$ cat src/hw/rtl/tkb_pkg.sv
`timescale 1ns / 1ps

package tkb_pkg;

   localparam int SCORE_W       = 48;
   localparam int TAG_W         = 32;
   localparam int CMD_W         = 2;
   localparam int EIDX_W        = 4;
   localparam int SLOT_W        = 5;
   localparam int LEN_W         = 5;
   localparam int CNT_W         = 5;
   localparam int CSR_W         = 48;
   localparam int CSR_IDX_W     = 1;
   localparam int LAST_W        = 9;
   localparam int DEF_MAX_SLOTS = 16;

   localparam logic [SCORE_W-1:0] THRESHOLD_RST   = 48'd65536000;
   localparam logic [LEN_W-1:0]   LIST_LENGTH_RST = 5'd10;

   typedef enum logic [CMD_W-1:0] {
      CMD_INSERT = 2'd0,
      CMD_READ   = 2'd1,
      CMD_CLEAR  = 2'd2,
      CMD_NOP    = 2'd3
   } cmd_type;

   typedef enum logic [CSR_IDX_W-1:0] {
      CSR_THRESHOLD   = 1'b0,
      CSR_LIST_LENGTH = 1'b1
   } csr_reg_type;

   typedef enum logic {
      CMP_SCAN  = 1'b0,
      CMP_COUNT = 1'b1
   } cmp_mode_type;

   // Write controls from the sequencer to the slot store.
   typedef struct packed {
      logic wr_new;
      logic wr_shift;
      logic clear_all;
      logic trim;
   } store_ctl_type;

   typedef struct packed {
      logic                      inserted;
      logic [SLOT_W-1:0]         slot;
      logic [CNT_W-1:0]          found_count;
      logic                      best_valid;
      logic signed [SCORE_W-1:0] best_score;
      logic [TAG_W-1:0]          best_tag;
      logic                      read_valid;
      logic signed [SCORE_W-1:0] read_score;
      logic [TAG_W-1:0]          read_tag;
   } rsp_type;

   // Index of the last slot in use: the length clamped to 1..max_slots, minus one.
   function automatic logic [LAST_W-1:0] last_slot(input logic [LEN_W-1:0] len,
                                                   input logic [LAST_W-1:0] max_slots);
      logic [LAST_W-1:0] n;
      n = LAST_W'(len);
      if (n == '0) n = LAST_W'(1);
      if (n > max_slots) n = max_slots;
      return n - LAST_W'(1);
   endfunction

endpackage

$ cat src/hw/rtl/tkb_ifs.sv
`timescale 1ns / 1ps

interface tkb_req_if;
   import tkb_pkg::*;
   logic                      valid;
   logic                      ready;
   logic [CMD_W-1:0]          cmd;
   logic signed [SCORE_W-1:0] score;
   logic [TAG_W-1:0]          sample_tag;
   logic [EIDX_W-1:0]         entry_index;

   modport source (output valid, cmd, score, sample_tag, entry_index, input ready);
   modport sink (input valid, cmd, score, sample_tag, entry_index, output ready);
endinterface

interface tkb_rsp_if;
   import tkb_pkg::*;
   logic                      valid;
   logic                      ready;
   logic                      inserted;
   logic [SLOT_W-1:0]         slot;
   logic [CNT_W-1:0]          found_count;
   logic                      best_valid;
   logic signed [SCORE_W-1:0] best_score;
   logic [TAG_W-1:0]          best_tag;
   logic                      read_valid;
   logic signed [SCORE_W-1:0] read_score;
   logic [TAG_W-1:0]          read_tag;

   modport source (output valid, inserted, slot, found_count, best_valid, best_score,
                   best_tag, read_valid, read_score, read_tag, input ready);
   modport sink (input valid, inserted, slot, found_count, best_valid, best_score,
                 best_tag, read_valid, read_score, read_tag, output ready);
endinterface

$ cat src/hw/rtl/tkb_cmp.sv
`timescale 1ns / 1ps

module tkb_cmp (
   input  tkb_pkg::cmp_mode_type             mode,
   input  logic signed [tkb_pkg::SCORE_W-1:0] item_score,
   input  logic signed [tkb_pkg::SCORE_W-1:0] entry_score,
   input  logic signed [tkb_pkg::SCORE_W-1:0] threshold,
   output logic                               less
);
   import tkb_pkg::*;

   logic signed [SCORE_W-1:0] op_a;
   logic signed [SCORE_W-1:0] op_b;

   // While scanning, the new item is tested against a stored entry; while
   // counting, the stored entry is tested against the threshold.
   always_comb begin
      case (mode)
         CMP_SCAN: begin
            op_a = item_score;
            op_b = entry_score;
         end
         CMP_COUNT: begin
            op_a = entry_score;
            op_b = threshold;
         end
         default: begin
            op_a = entry_score;
            op_b = threshold;
         end
      endcase
   end

   assign less = op_a < op_b;

endmodule

$ cat src/hw/rtl/tkb_store.sv
`timescale 1ns / 1ps

module tkb_store #(
   parameter int MaxSlots = tkb_pkg::DEF_MAX_SLOTS,
   parameter int IdxW     = 4
) (
   input  logic                               clock,
   input  logic                               reset,
   input  tkb_pkg::store_ctl_type             ctl,
   input  logic [IdxW-1:0]                    wr_addr,
   input  logic [IdxW-1:0]                    rd_addr,
   input  logic signed [tkb_pkg::SCORE_W-1:0] new_score,
   input  logic [tkb_pkg::TAG_W-1:0]          new_tag,
   input  logic [tkb_pkg::LAST_W-1:0]         keep_last,
   output logic signed [tkb_pkg::SCORE_W-1:0] rd_score_ff,
   output logic [tkb_pkg::TAG_W-1:0]          rd_tag_ff,
   output logic [MaxSlots-1:0]                valid_ff
);
   import tkb_pkg::*;

   logic signed [SCORE_W-1:0] score_mem [MaxSlots];
   logic [TAG_W-1:0]          tag_mem [MaxSlots];
   logic [MaxSlots-1:0]       valid_in;
   logic signed [SCORE_W-1:0] wr_score;
   logic [TAG_W-1:0]          wr_tag;
   logic [IdxW-1:0]           src_addr;
   logic                      mem_we;

   // A shift step copies the entry just read one slot further down.
   assign src_addr = IdxW'(wr_addr - 1'b1);
   assign mem_we   = ctl.wr_new | ctl.wr_shift;
   assign wr_score = ctl.wr_new ? new_score : rd_score_ff;
   assign wr_tag   = ctl.wr_new ? new_tag : rd_tag_ff;

   always_ff @(posedge clock) begin
      if (mem_we) begin
         score_mem[wr_addr] <= wr_score;
         tag_mem[wr_addr]   <= wr_tag;
      end
      rd_score_ff <= score_mem[rd_addr];
      rd_tag_ff   <= tag_mem[rd_addr];
   end

   always_comb begin
      valid_in = valid_ff;
      if (ctl.clear_all) valid_in = '0;
      if (ctl.trim) begin
         for (int k = 0; k < MaxSlots; k++) begin
            if (LAST_W'(k) > keep_last) valid_in[k] = 1'b0;
         end
      end
      if (ctl.wr_new) valid_in[wr_addr] = 1'b1;
      if (ctl.wr_shift) valid_in[wr_addr] = valid_ff[src_addr];
   end

   always_ff @(posedge clock) begin
      if (reset) begin
         valid_ff <= '0;
      end else begin
         valid_ff <= valid_in;
      end
   end

endmodule

$ cat src/hw/rtl/top_k_best_list_with_threshold_count.sv
`timescale 1ns / 1ps

// Channel   Dir  Handshake      Carries
// req_ch    in   valid / ready  cmd, score, sample_tag, entry_index
// rsp_ch    out  valid / ready  inserted, slot, found_count, best and read entries
// csr_*     in   csr_wr_en      csr_index, csr_wdata (threshold, list_length)
//
// With n slots in use, an insert runs from acceptance to the result through a scan and
// a shift that together visit at most n slots, one write, a step that restarts the memory
// read, and a count pass of n slots, all through the one read port of the slot memory
// and the one shared comparator. An insert that is not taken skips the write. Read,
// clear and no-op items go straight to the count pass of n slots.
// Reset is synchronous and empties the list; the slot memory itself is not cleared.
// One item is in work at a time; req_ch.ready is low until its result is taken.

module top_k_best_list_with_threshold_count #(
   parameter int MaxSlots = tkb_pkg::DEF_MAX_SLOTS
) (
   input  logic                                 clock,
   input  logic                                 reset,
   tkb_req_if.sink                              req_ch,
   tkb_rsp_if.source                            rsp_ch,
   input  logic                                 csr_wr_en,
   input  logic [tkb_pkg::CSR_IDX_W-1:0]        csr_index,
   input  logic [tkb_pkg::CSR_W-1:0]            csr_wdata
);
   import tkb_pkg::*;

   localparam int IdxW = (MaxSlots > 1) ? $clog2(MaxSlots) : 1;

   typedef enum logic [6:0] {
      S_IDLE  = 7'b0000001,
      S_SCAN  = 7'b0000010,
      S_SHIFT = 7'b0000100,
      S_WRITE = 7'b0001000,
      S_PREP  = 7'b0010000,
      S_COUNT = 7'b0100000,
      S_OUT   = 7'b1000000
   } state_type;

   state_type                 state_ff, state_in;
   logic [IdxW-1:0]           idx_ff, idx_in;
   logic [IdxW-1:0]           j_ff, j_in;
   cmd_type                   cmd_ff, cmd_in;
   logic signed [SCORE_W-1:0] score_ff, score_in;
   logic [TAG_W-1:0]          tag_ff, tag_in;
   logic [EIDX_W-1:0]         eidx_ff, eidx_in;
   logic signed [SCORE_W-1:0] thr_ff, thr_in;
   logic [LEN_W-1:0]          len_ff, len_in;
   rsp_type                   res_ff, res_in;

   store_ctl_type             ctl;
   logic [IdxW-1:0]           wr_addr;
   logic [LAST_W-1:0]         keep_last;
   logic [IdxW-1:0]           last_idx;
   logic signed [SCORE_W-1:0] rd_score;
   logic [TAG_W-1:0]          rd_tag;
   logic [MaxSlots-1:0]       valid;
   logic                      cmp_lt;
   cmp_mode_type              cmp_mode;
   logic                      req_fire;
   logic                      cur_valid;

   assign last_idx  = IdxW'(last_slot(len_ff, LAST_W'(MaxSlots)));
   assign keep_last = last_slot(csr_wdata[LEN_W-1:0], LAST_W'(MaxSlots));
   assign req_fire  = req_ch.valid & req_ch.ready;
   assign cur_valid = valid[idx_ff];
   assign cmp_mode  = (state_ff == S_SCAN) ? CMP_SCAN : CMP_COUNT;

   tkb_cmp u_cmp (
      .mode        (cmp_mode),
      .item_score  (score_ff),
      .entry_score (rd_score),
      .threshold   (thr_ff),
      .less        (cmp_lt)
   );

   tkb_store #(
      .MaxSlots (MaxSlots),
      .IdxW     (IdxW)
   ) u_store (
      .clock       (clock),
      .reset       (reset),
      .ctl         (ctl),
      .wr_addr     (wr_addr),
      .rd_addr     (idx_in),
      .new_score   (score_ff),
      .new_tag     (tag_ff),
      .keep_last   (keep_last),
      .rd_score_ff (rd_score),
      .rd_tag_ff   (rd_tag),
      .valid_ff    (valid)
   );

   // Configuration writes.
   always_comb begin
      thr_in = thr_ff;
      len_in = len_ff;
      if (csr_wr_en) begin
         case (csr_reg_type'(csr_index))
            CSR_THRESHOLD: begin
               thr_in = csr_wdata[SCORE_W-1:0];
            end
            CSR_LIST_LENGTH: begin
               len_in = csr_wdata[LEN_W-1:0];
            end
            default: begin
               thr_in = thr_ff;
            end
         endcase
      end
   end

   // Sequencer. The memory read address is the index that the next cycle
   // evaluates, so the registered read data always belongs to idx_ff.
   always_comb begin
      state_in      = state_ff;
      idx_in        = idx_ff;
      j_in          = j_ff;
      cmd_in        = cmd_ff;
      score_in      = score_ff;
      tag_in        = tag_ff;
      eidx_in       = eidx_ff;
      res_in        = res_ff;
      wr_addr       = IdxW'(idx_ff + 1'b1);
      ctl.wr_new    = 1'b0;
      ctl.wr_shift  = 1'b0;
      ctl.clear_all = 1'b0;
      ctl.trim      = csr_wr_en && (csr_reg_type'(csr_index) == CSR_LIST_LENGTH);

      case (state_ff)
         S_IDLE: begin
            idx_in = '0;
            if (req_fire) begin
               cmd_in   = cmd_type'(req_ch.cmd);
               score_in = req_ch.score;
               tag_in   = req_ch.sample_tag;
               eidx_in  = req_ch.entry_index;
               res_in   = '0;
               res_in.slot = SLOT_W'(MaxSlots);
               case (cmd_type'(req_ch.cmd))
                  CMD_INSERT: state_in = S_SCAN;
                  CMD_CLEAR: begin
                     ctl.clear_all = 1'b1;
                     state_in = S_COUNT;
                  end
                  default: state_in = S_COUNT;
               endcase
            end
         end
         S_SCAN: begin
            if (!cur_valid || cmp_lt) begin
               res_in.inserted = 1'b1;
               res_in.slot     = SLOT_W'(idx_ff);
               j_in            = idx_ff;
               if (idx_ff == last_idx) begin
                  state_in = S_WRITE;
               end else begin
                  idx_in   = IdxW'(last_idx - 1'b1);
                  state_in = S_SHIFT;
               end
            end else if (idx_ff == last_idx) begin
               state_in = S_PREP;
            end else begin
               idx_in = IdxW'(idx_ff + 1'b1);
            end
         end
         S_SHIFT: begin
            ctl.wr_shift = 1'b1;
            if (idx_ff == j_ff) begin
               state_in = S_WRITE;
            end else begin
               idx_in = IdxW'(idx_ff - 1'b1);
            end
         end
         S_WRITE: begin
            ctl.wr_new = 1'b1;
            wr_addr    = j_ff;
            state_in   = S_PREP;
         end
         S_PREP: begin
            // Starts the count read only after the new entry is in memory.
            idx_in   = '0;
            state_in = S_COUNT;
         end
         S_COUNT: begin
            if (cur_valid && cmp_lt) begin
               res_in.found_count = res_ff.found_count + 1'b1;
            end
            if (idx_ff == '0) begin
               res_in.best_valid = cur_valid;
               res_in.best_score = cur_valid ? rd_score : '0;
               res_in.best_tag   = cur_valid ? rd_tag : '0;
            end
            if (cmd_ff == CMD_READ && cur_valid && LAST_W'(eidx_ff) == LAST_W'(idx_ff)) begin
               res_in.read_valid = 1'b1;
               res_in.read_score = rd_score;
               res_in.read_tag   = rd_tag;
            end
            if (idx_ff == last_idx) begin
               state_in = S_OUT;
            end else begin
               idx_in = IdxW'(idx_ff + 1'b1);
            end
         end
         S_OUT: begin
            if (rsp_ch.ready) state_in = S_IDLE;
         end
         default: begin
            state_in = S_IDLE;
         end
      endcase
   end

   always_ff @(posedge clock) begin
      if (reset) begin
         state_ff <= S_IDLE;
         idx_ff   <= '0;
         thr_ff   <= THRESHOLD_RST;
         len_ff   <= LIST_LENGTH_RST;
      end else begin
         state_ff <= state_in;
         idx_ff   <= idx_in;
         thr_ff   <= thr_in;
         len_ff   <= len_in;
      end
   end

   always_ff @(posedge clock) begin
      j_ff     <= j_in;
      cmd_ff   <= cmd_in;
      score_ff <= score_in;
      tag_ff   <= tag_in;
      eidx_ff  <= eidx_in;
      res_ff   <= res_in;
   end

   assign req_ch.ready       = (state_ff == S_IDLE);
   assign rsp_ch.valid       = (state_ff == S_OUT);
   assign rsp_ch.inserted    = res_ff.inserted;
   assign rsp_ch.slot        = res_ff.slot;
   assign rsp_ch.found_count = res_ff.found_count;
   assign rsp_ch.best_valid  = res_ff.best_valid;
   assign rsp_ch.best_score  = res_ff.best_score;
   assign rsp_ch.best_tag    = res_ff.best_tag;
   assign rsp_ch.read_valid  = res_ff.read_valid;
   assign rsp_ch.read_score  = res_ff.read_score;
   assign rsp_ch.read_tag    = res_ff.read_tag;

`ifndef SYNTHESIS
   a_ready_excl_rsp: assert property (@(posedge clock) disable iff (reset)
      req_ch.ready |-> !rsp_ch.valid)
      else $error("input ready while a result is pending");

   a_non_insert_counts: assert property (@(posedge clock) disable iff (reset)
      (req_fire && req_ch.cmd != CMD_INSERT) |=> state_ff == S_COUNT)
      else $error("non-insert item did not go straight to the count pass");

   a_shift_above_slot: assert property (@(posedge clock) disable iff (reset)
      state_ff == S_SHIFT |-> (idx_ff >= j_ff && idx_ff < last_idx))
      else $error("shift step outside the insert slot range");
`endif

endmodule

$ cat src/flat_wrapper.sv
// flat-port wrapper written by rule: the top's interface ports become plain ports
module top_k_best_list_with_threshold_count_flat import tkb_pkg::*;
#(
   parameter int MaxSlots = tkb_pkg::DEF_MAX_SLOTS
)
  (clock, reset, csr_wr_en, csr_index, csr_wdata, req_ch_valid, req_ch_cmd, req_ch_score, req_ch_sample_tag, req_ch_entry_index, req_ch_ready, rsp_ch_valid, rsp_ch_inserted, rsp_ch_slot, rsp_ch_found_count, rsp_ch_best_valid, rsp_ch_best_score, rsp_ch_best_tag, rsp_ch_read_valid, rsp_ch_read_score, rsp_ch_read_tag, rsp_ch_ready);
  tkb_req_if req_ch_i ();
  tkb_rsp_if rsp_ch_i ();
  input  logic clock;
  input  logic reset;
  input  logic csr_wr_en;
  input  logic [tkb_pkg::CSR_IDX_W-1:0] csr_index;
  input  logic [tkb_pkg::CSR_W-1:0] csr_wdata;
  input wire logic [$bits(req_ch_i.valid)-1:0] req_ch_valid;
  input wire logic [$bits(req_ch_i.cmd)-1:0] req_ch_cmd;
  input wire logic [$bits(req_ch_i.score)-1:0] req_ch_score;
  input wire logic [$bits(req_ch_i.sample_tag)-1:0] req_ch_sample_tag;
  input wire logic [$bits(req_ch_i.entry_index)-1:0] req_ch_entry_index;
  output wire logic [$bits(req_ch_i.ready)-1:0] req_ch_ready;
  output wire logic [$bits(rsp_ch_i.valid)-1:0] rsp_ch_valid;
  output wire logic [$bits(rsp_ch_i.inserted)-1:0] rsp_ch_inserted;
  output wire logic [$bits(rsp_ch_i.slot)-1:0] rsp_ch_slot;
  output wire logic [$bits(rsp_ch_i.found_count)-1:0] rsp_ch_found_count;
  output wire logic [$bits(rsp_ch_i.best_valid)-1:0] rsp_ch_best_valid;
  output wire logic [$bits(rsp_ch_i.best_score)-1:0] rsp_ch_best_score;
  output wire logic [$bits(rsp_ch_i.best_tag)-1:0] rsp_ch_best_tag;
  output wire logic [$bits(rsp_ch_i.read_valid)-1:0] rsp_ch_read_valid;
  output wire logic [$bits(rsp_ch_i.read_score)-1:0] rsp_ch_read_score;
  output wire logic [$bits(rsp_ch_i.read_tag)-1:0] rsp_ch_read_tag;
  input wire logic [$bits(rsp_ch_i.ready)-1:0] rsp_ch_ready;
  assign req_ch_i.valid = req_ch_valid;
  assign req_ch_i.cmd = req_ch_cmd;
  assign req_ch_i.score = req_ch_score;
  assign req_ch_i.sample_tag = req_ch_sample_tag;
  assign req_ch_i.entry_index = req_ch_entry_index;
  assign req_ch_ready = req_ch_i.ready;
  assign rsp_ch_valid = rsp_ch_i.valid;
  assign rsp_ch_inserted = rsp_ch_i.inserted;
  assign rsp_ch_slot = rsp_ch_i.slot;
  assign rsp_ch_found_count = rsp_ch_i.found_count;
  assign rsp_ch_best_valid = rsp_ch_i.best_valid;
  assign rsp_ch_best_score = rsp_ch_i.best_score;
  assign rsp_ch_best_tag = rsp_ch_i.best_tag;
  assign rsp_ch_read_valid = rsp_ch_i.read_valid;
  assign rsp_ch_read_score = rsp_ch_i.read_score;
  assign rsp_ch_read_tag = rsp_ch_i.read_tag;
  assign rsp_ch_i.ready = rsp_ch_ready;
  top_k_best_list_with_threshold_count #(.MaxSlots(MaxSlots)) u_core (.clock(clock), .reset(reset), .req_ch(req_ch_i), .rsp_ch(rsp_ch_i), .csr_wr_en(csr_wr_en), .csr_index(csr_index), .csr_wdata(csr_wdata));
endmodule
$ cat config.mk
export PLATFORM = sky130hd
export DESIGN_NAME = top_k_best_list_with_threshold_count_flat
export DESIGN_NICKNAME = d
export VERILOG_FILES = /design/src/hw/rtl/tkb_pkg.sv /design/src/hw/rtl/tkb_ifs.sv /design/src/hw/rtl/tkb_cmp.sv /design/src/hw/rtl/tkb_store.sv /design/src/hw/rtl/top_k_best_list_with_threshold_count.sv /design/src/flat_wrapper.sv
export SDC_FILE = /design/constraint.sdc
export NUM_CORES = 2
export LEC_CHECK = 0
export ABC_CLOCK_PERIOD_IN_PS = 16800
export BUFFER_PORTS_ARGS = -buffer_cell sky130_fd_sc_hd__buf_2
export CORE_MARGIN = 2
export CORE_UTILIZATION = 34
export CTS_CLUSTER_SIZE = 12
export DETAILED_ROUTE_END_ITERATION = 10
export GPL_ROUTABILITY_DRIVEN = 0
export GPL_TIMING_DRIVEN = 0
export PLACE_DENSITY = 0.49
export SETUP_SLACK_MARGIN = 0.1
export SYNTH_ARGS = -nofsm -noshare
export SYNTH_HDL_FRONTEND = slang
export SYNTH_HIERARCHICAL = 1
export SYNTH_SLANG_ARGS = --single-unit
$ cat constraint.sdc
create_clock -name clock -period 16.8 [get_ports clock]
set_input_delay 0.84 -clock clock [delete_from_list [all_inputs] [get_ports clock]]
set_output_delay 0.84 -clock clock [all_outputs]
set_load 0.02 [all_outputs]
; ---- After elaboration in Yosys (flattened, before gate mapping)
; Memories as Yosys holds them, arrays and structs flattened. A register that Yosys moved wholly into a read port is not among the register bits.
; Cells that the tools add are included.
[word_totals]
ff_bits = 343
latch_bits = 0
ram_bits = 1280
romBits = 0
inputBits = 140
output_inout_bits = 175
wordCells = 166
n_memories = 2
[op_classes]
n_addsub = 7
multipliers = 0
div_mod_pow = 0
n_lt_le_gt_ge = 23
eq_ne = 21
shift = 0
muxes = 67
bitwise_logic = 4
reduce_logical = 23
[memory_table]
columns = memory, depth, word_bits, read_ports, rd_ports_with_merged_regs, wr, line_no
row1 = u_core.u_store.score_mem, 16, 48, 1, 1, 1, tkb_store.sv:21  ; logic signed [SCORE_W-1:0] score_mem [MaxSlots];
row2 = u_core.u_store.tag_mem, 16, 32, 1, 1, 1, tkb_store.sv:22  ; logic [TAG_W-1:0] tag_mem [MaxSlots];
[ops]
columns = cell, n
row1 = 167-bit one-hot mux with 2 select lines, 1
row2 = 48-bit one-hot mux with 2 select lines, 2
row3 = 173-bit 2-to-1 mux, 1
row4 = 81-bit 2-to-1 mux, 2
row5 = 48-bit 2-to-1 mux, 2
row6 = 4-bit by 9-bit > comparator with 1-bit output (first input constant), 8
row7 = 16-bit 2-to-1 mux, 4
row8 = 32-bit 2-to-1 mux, 2
row9 = 7-bit one-hot mux with 7 select lines, 1
row10 = 48-bit < comparator, 1
row11 = 7-bit 2-to-1 mux, 6
row12 = 3-bit by 9-bit > comparator with 1-bit output (first input constant), 4
row13 = 4-bit 2-to-1 mux, 7
row14 = 1-bit 2-to-1 mux, 27
row15 = 5-bit 2-to-1 mux, 4
row16 = 1-bit by 9-bit > comparator with 1-bit output (first input constant), 2
row17 = 2-bit by 9-bit > comparator with 1-bit output (first input constant), 2
row18 = 16-bit bitwise mux, 1
row19 = 16-bit bitwise OR, 1
row20 = 4-bit one-hot mux with 4 select lines, 1
row21 = 4-bit by 1-bit subtractor with 4-bit output (second input constant), 4
row22 = 4-bit by 5-bit < comparator with 1-bit output (second input constant), 3
row23 = 4-bit equality test, 3
row24 = 6-bit 2-to-1 mux, 2
row25 = 34 further kinds, 54

; ---- Depth between registers and ports, before layout
[depth]
depth_word = 12
depth_mapped = 25
depth_no_buf = 18

; ---- Modules after synthesis
; The synthesis kept the hierarchy.
[by_module_without_submodules]
columns = module, n_inst, cells_per_inst, area_per_inst_um2, seq_area_each_um2
row1 = tkb_store, 1, 2093, 51792.2, 40358.7
row2 = top_k_best_list_with_threshold_count, 1, 901, 12443.2, 9178.8
row3 = tkb_cmp, 1, 229, 2085.8, 0.0

; ---- Worst setup path after synthesis
; No wires, ideal clock.
[synth_path]
path_kind = reg2reg
from = register u_core.state_ff[2]
to = register u_core/u_store/rd_score_ff[0] in the netlist's numbering, read port of u_core.u_store.score_mem
setup_ns = 0.134
t_arrival_ns = 5.810
required_time_ns = 16.666
path_slack_ns = 10.856
path_stages_with_launch = 26
n_path_buf = 7
synth_period_minus_slack_ns = 5.944
cell_sequence = dfxtp_1 -> clkbuf_1 -> nor4_1 -> nand3_1 -> clkbuf_2 -> clkbuf_1 -> buf_2 -> mux2_2 -> ha_1 -> a21o_1 -> a21o_1 -> a221oi_1 -> o221ai_1 -> nor3_2 -> mux2i_1 -> nand2b_2 -> nand2_1 -> inv_1 -> nand2_1 -> o2111a_1 -> a31oi_1 -> clkbuf_1 -> clkbuf_1 -> clkbuf_1 -> mux4_2 -> mux4_2
[synth_via]
elab_chain_cells = 7
word_cells_on_any_way = 13
cone_classes = order compare (1) / eq/ne (5) / mux (5) / reduce/logical (2)
[synth_rtl]
columns = element, line_no
row1 = from (decl), top_k_best_list_with_threshold_count.sv:41  ; state_type state_ff, state_in;
row2 = from (signal assigned), top_k_best_list_with_threshold_count.sv:222  ; state_ff <= state_in;
row3 = 7-bit by 2-bit equality test with 1-bit output *, top_k_best_list_with_threshold_count.sv:68  ; assign cmp_mode = (state_ff == S_SCAN) ? CMP_SCAN : CMP_COUNT;
row4 = 1-bit 2-to-1 mux *, top_k_best_list_with_threshold_count.sv:68
row5 = via u_core.cmp_mode, top_k_best_list_with_threshold_count.sv:60  ; cmp_mode_type cmp_mode;
row6 = 48-bit one-hot mux with 2 select lines, tkb_cmp.sv:18  ; case (mode)
row7 = 48-bit < comparator *, tkb_cmp.sv:34  ; assign less = op_a < op_b;
row8 = via u_core.cmp_lt, top_k_best_list_with_threshold_count.sv:59  ; logic cmp_lt;
row9 = 1-bit logical OR *, top_k_best_list_with_threshold_count.sv:152  ; if (!cur_valid || cmp_lt) begin
row10 = 4-bit 2-to-1 mux *, top_k_best_list_with_threshold_count.sv:152
row11 = 4-bit one-hot mux with 4 select lines *, top_k_best_list_with_threshold_count.sv:131  ; case (state_ff)
row12 = via u_core.idx_in[1], top_k_best_list_with_threshold_count.sv:42  ; logic [IdxW-1:0] idx_ff, idx_in;
row13 = to (decl), tkb_store.sv:15  ; output logic signed [tkb_pkg::SCORE_W-1:0] rd_score_ff,
; The timed path passes the listed nets; every way through them passes the cells marked *.
; A chain may end at the register's enable or synchronous reset.

; ---- Final worst setup path
[layout_path]
from = register u_core.state_ff[5]
to = register u_core/u_store/rd_tag_ff[7] in the netlist's numbering, read port of u_core.u_store.tag_mem
[layout_via]
elab_chain_cells = 7
word_cells_on_any_way = 13
cone_classes = order compare (1) / eq/ne (5) / mux (5) / reduce/logical (2)
[layout_rtl]
columns = element, line_no
row1 = 7-bit by 2-bit equality test with 1-bit output *, top_k_best_list_with_threshold_count.sv:68
row2 = 1-bit 2-to-1 mux *, top_k_best_list_with_threshold_count.sv:68
row3 = via u_core.cmp_mode, top_k_best_list_with_threshold_count.sv:60
row4 = 48-bit one-hot mux with 2 select lines, tkb_cmp.sv:18
row5 = 48-bit < comparator *, tkb_cmp.sv:34
row6 = via u_core.cmp_lt, top_k_best_list_with_threshold_count.sv:59
row7 = 1-bit logical OR *, top_k_best_list_with_threshold_count.sv:152
row8 = 4-bit 2-to-1 mux *, top_k_best_list_with_threshold_count.sv:152
row9 = 4-bit one-hot mux with 4 select lines *, top_k_best_list_with_threshold_count.sv:131
row10 = via u_core.idx_in[1], top_k_best_list_with_threshold_count.sv:42
row11 = to (decl), tkb_store.sv:16  ; output logic [tkb_pkg::TAG_W-1:0] rd_tag_ff,
; Marks and branches as above.

==> metrics.md <==
| Metric | Value |
|---|---|
| Outcome | finished, final reports clean |
| Die height | 446 microns |
| Drt first pass iters | 5 |
| Die area | 199,000 sq um |
| Worst-margin pin slew | 1.39 ns |
| Power Dens Cells | 132 nW/um^2 |
| Setup ws final | 6.01 ns |
| Post-route clock period utilization | 64.2% |
| Largest cells by area after synthesis | edfxtp_1, mux4_2, dfxtp_1 |
| Top cell type's share of synthesized area | 69.9% |
| GRT overflow | 0 |
| Post-DP HPWL | 126,000 microns |
| First-pass GRT wire length | 280,000 microns |
| Area Overhead vs Synth | 17.2% |
| Inst Count DP | 6,112 |
| Rows | 162 |
| GRT met1 Usage | 27.1% |
| Clk slew on worst S/H paths | 0.06 ns |
| Initial Utilization | 34.1% |
| CP max stage cell | clkbuf_1 |
| Critical setup path kind | register to register |
| H-tree Lvls | 4 |
| # IOs | 315 |
| Worst path required time | 17.47 ns |
| Largest stage delay, worst path | 1.06 ns |
| Maximum number of pins on one net before global-route repair | 64 |
| Setup bufs post-CTS | 0 |
| Synth top cells by count | edfxtp_1, mux4_2, dfxtp_1 |
| Maximum root-to-sink buffer count | 3 |
| Async SR Flop Fraction | 0% |
| Fillers | 17,400 |
| Sequential fraction of the synthesis area | 74.7% |
| Clk_lat worst skew | 0.82 ns |
| Worst slack at placement | 6.17 ns |
| Final wirelength | 204,000 microns |
| Fin cells | 6,460 |
| Worst hold stages | 1 |
| CTS tree | done |
| Critical-path cell list | clkbuf_1 > nor2_1 > nand3_1 > clkbuf_2 > clkbuf_1 > mux2_2 > ha_1 > nand4_1 > nor3_1 > a221oi_1 > a21boi_0 > nor3_2 > mux2i_1 > nand2b_2 > nand2_1 > inv_1 > nand2_1 > o2111a_1 > a31oi_1 > clkbuf_1 > clkbuf_1 > clkbuf_1 > mux4_2 > mux4_2 |
| Avg Cell Area, Syn | 20.6 sq um |
| Cell area after layout | 77,700 sq um |
| Drt drc | 0 |
| Clock sinks | 1,703 |
| WL/cell | 31.5 microns |
| Post-synthesis cell count | 3,223 |
| Area after DPL | 72,000 sq um |
| # resized after CTS | 0 |
| Crit path max fanout | 10 |
| Peak VDD IR | 108 uV |
| Leakage | 25.5 nW |
| Startpoint types | register |
| Count leader, synth | edfxtp_1 |
| Vias in the first global route | 35,000 |
| GR Util met3 | 2.82% |
| DIE WIDTH | 446 microns |
| PnR Total Power | 10.2 mW |
| Multi-input logic area | 15,900 sq um |
| Reg area | 49,500 sq um |
| Antenna-violating nets left | 0 |
| Num CTS Buffers | 183 |
| CP Capture Type | register |
| Synth Register Bits | 1,703 |
| Yosys warning count | 6 |
| Dominant cell type by area after synthesis | edfxtp_1 |
| HP Class | primary input to register |
| Starting DRT DRC Count | 3,961 |
| GR Util met2 | 34.2% |
| Max-slew headroom | 7.35% |
| RSZ-0062 raised after global routing | false |
| GRT Max-Usage Layer | met2 |
| Clock skew | 0.0374 ns |
| Input/output buffers | 314 |
| Max cap viols | 0 |
| Netlist cell types | 76 |
| Max Transition Viols Final | 0 |
| CP most frequent cell | clkbuf_1 |
| Post-synth design cell area | 66,300 sq um |
| Post-CTS Hold Buffers | 0 |
| Core ar. | 194,000 sq um |
| Clock root cell | clkbuf_16 |
| Vias/cell | 5.31 |
| Finished Core Util | 40.0% |
| Count of flip-flops with a built-in enable after synthesis | 1,543 |
| Final Hold Fails | 0 |
| All-Layer GR Usage | 20.4% |
| Final Critical Period | 10.79 ns |
| Ys flop type | edfxtp_1 |
| Setup TNS Final | 0 ns |
| Hold Slack | 0.191 ns |
| WP data arrival | 11.45 ns |
| Vias | 34,300 |
| Initial antenna violation count | 12 |
| Setup violators final | 0 |
| Layout cell share with drive strength beyond 1 | 31.1% |
| Fmax | 0.0927 GHz |
| Nets | 3,955 |
| R2R cell count | 24 |
## worst max-delay path: cells and delay by family, from the launching register on
kind	cells	cell delay [ns]
buffers and inverters	7	4.23
and+or+nand+nor	8	2.32
muxes	4	2.01
AOI/OAI and AO/OA	4	1.39
adders and majority gates	1	0.32
DFF	1	0.31
## where the power goes
group / leakage, nW / switching [mW] / internal (mW)
clock network: 2.76 / 1.66 / 2.21
logic: 7.33 / 0.805 / 0.480
registers: 15.4 / 0.144 / 4.94
total: 25.5 / 2.61 / 7.63
## cell usage in the layout, fill, tap and decap left out, types with 10 or more instances in the layout
cell	Yosys	final
clkinv_2	0	17
dfxtp_1	160	160
a21o_1	11	10
buf_6	14	14
clkinv_1	1	25
and2_4	0	10
and2_1	98	88
and3_1	84	84
nand2_1	144	143
nand3_1	22	22
buf_16	0	30
clkbuf_8	0	16
edfxtp_1	1543	1543
xnor2_1	12	12
diode_2	0	10
mux4_2	409	409
nor2_1	37	37
mux2_2	136	136
nor3_1	13	13
o21ai_0	18	18
mux2i_1	48	48
inv_1	25	20
buf_2	11	325
clkbuf_1	117	181
a21oi_1	83	83
nand4_1	11	11
clkbuf_16	0	187
inv_6	0	11
ha_1	60	60
buf_4	21	21
## path summary, 6_finish.rpt
check	from	to	slack (ns)
setup / recovery	u_core/state_ff[5]	u_core/u_store/rd_tag_ff[7]	6.01
hold / removal	req_ch_score[4]	u_core/score_ff[4]	0.19
setup reg to reg	u_core/state_ff[5]	u_core/u_store/rd_tag_ff[7]	6.01
hold reg to reg	u_core/idx_ff[2]	u_core/j_ff[2]	0.45
## kinds of logic (layout without fill, tap and decap cells)
logic type,count (synthesis),in the layout,synth area share [%]
AO/OA/AOI/OAI,185,185,1.82
multiplexers,594,594,16.9
adder cells (fa/ha/maj),60,60,1.13
XOR/XNOR,22,22,0.311
AND/OR/NAND/NOR,460,460,3.68
other,1,12,0.00565
buffers and inverters,198,882,1.42
flip-flops,1703,1703,74.7
## area by class of cell
| class | count | area share [%] |
|---|---|---|
| diodes | 10 | 0.0322 |
| plain buffers | 172 | 1.10 |
| clock buffers | 273 | 6.64 |
| clock inverters | 65 | 0.692 |
| inverters | 26 | 0.158 |
| multi-input cells | 1323 | 20.4 |
| flip-flops and latches | 1703 | 63.7 |
| well taps | 2542 | 4.09 |
| repair buffers | 346 | 3.13 |
## registers in the layout, indices dropped and copies added (netlist names), 48 cells and up
name                        count
u_core/u_store/tag_mem        512
u_core/u_store/rd_score_ff     48
u_core/thr_ff                  48
u_core/rsp_ch.read_score       48
u_core/score_ff                48
u_core/rsp_ch.best_score       48
u_core/u_store/score_mem      768
## layer usage
| layer | part of all wire [%] | routed length [microns] | vias up |
|---|---|---|---|
| li1 | - | - | 14300 |
| met1 | 42 | 85300 | 18400 |
| met2 | 49 | 100000 | 1216 |
| met3 | 5.4 | 11000 | 291 |
| met4 | 3.4 | 6980 | 2 |
| met5 | 0.0064 | 13 | - |
(Power assumes the default switching activity.)
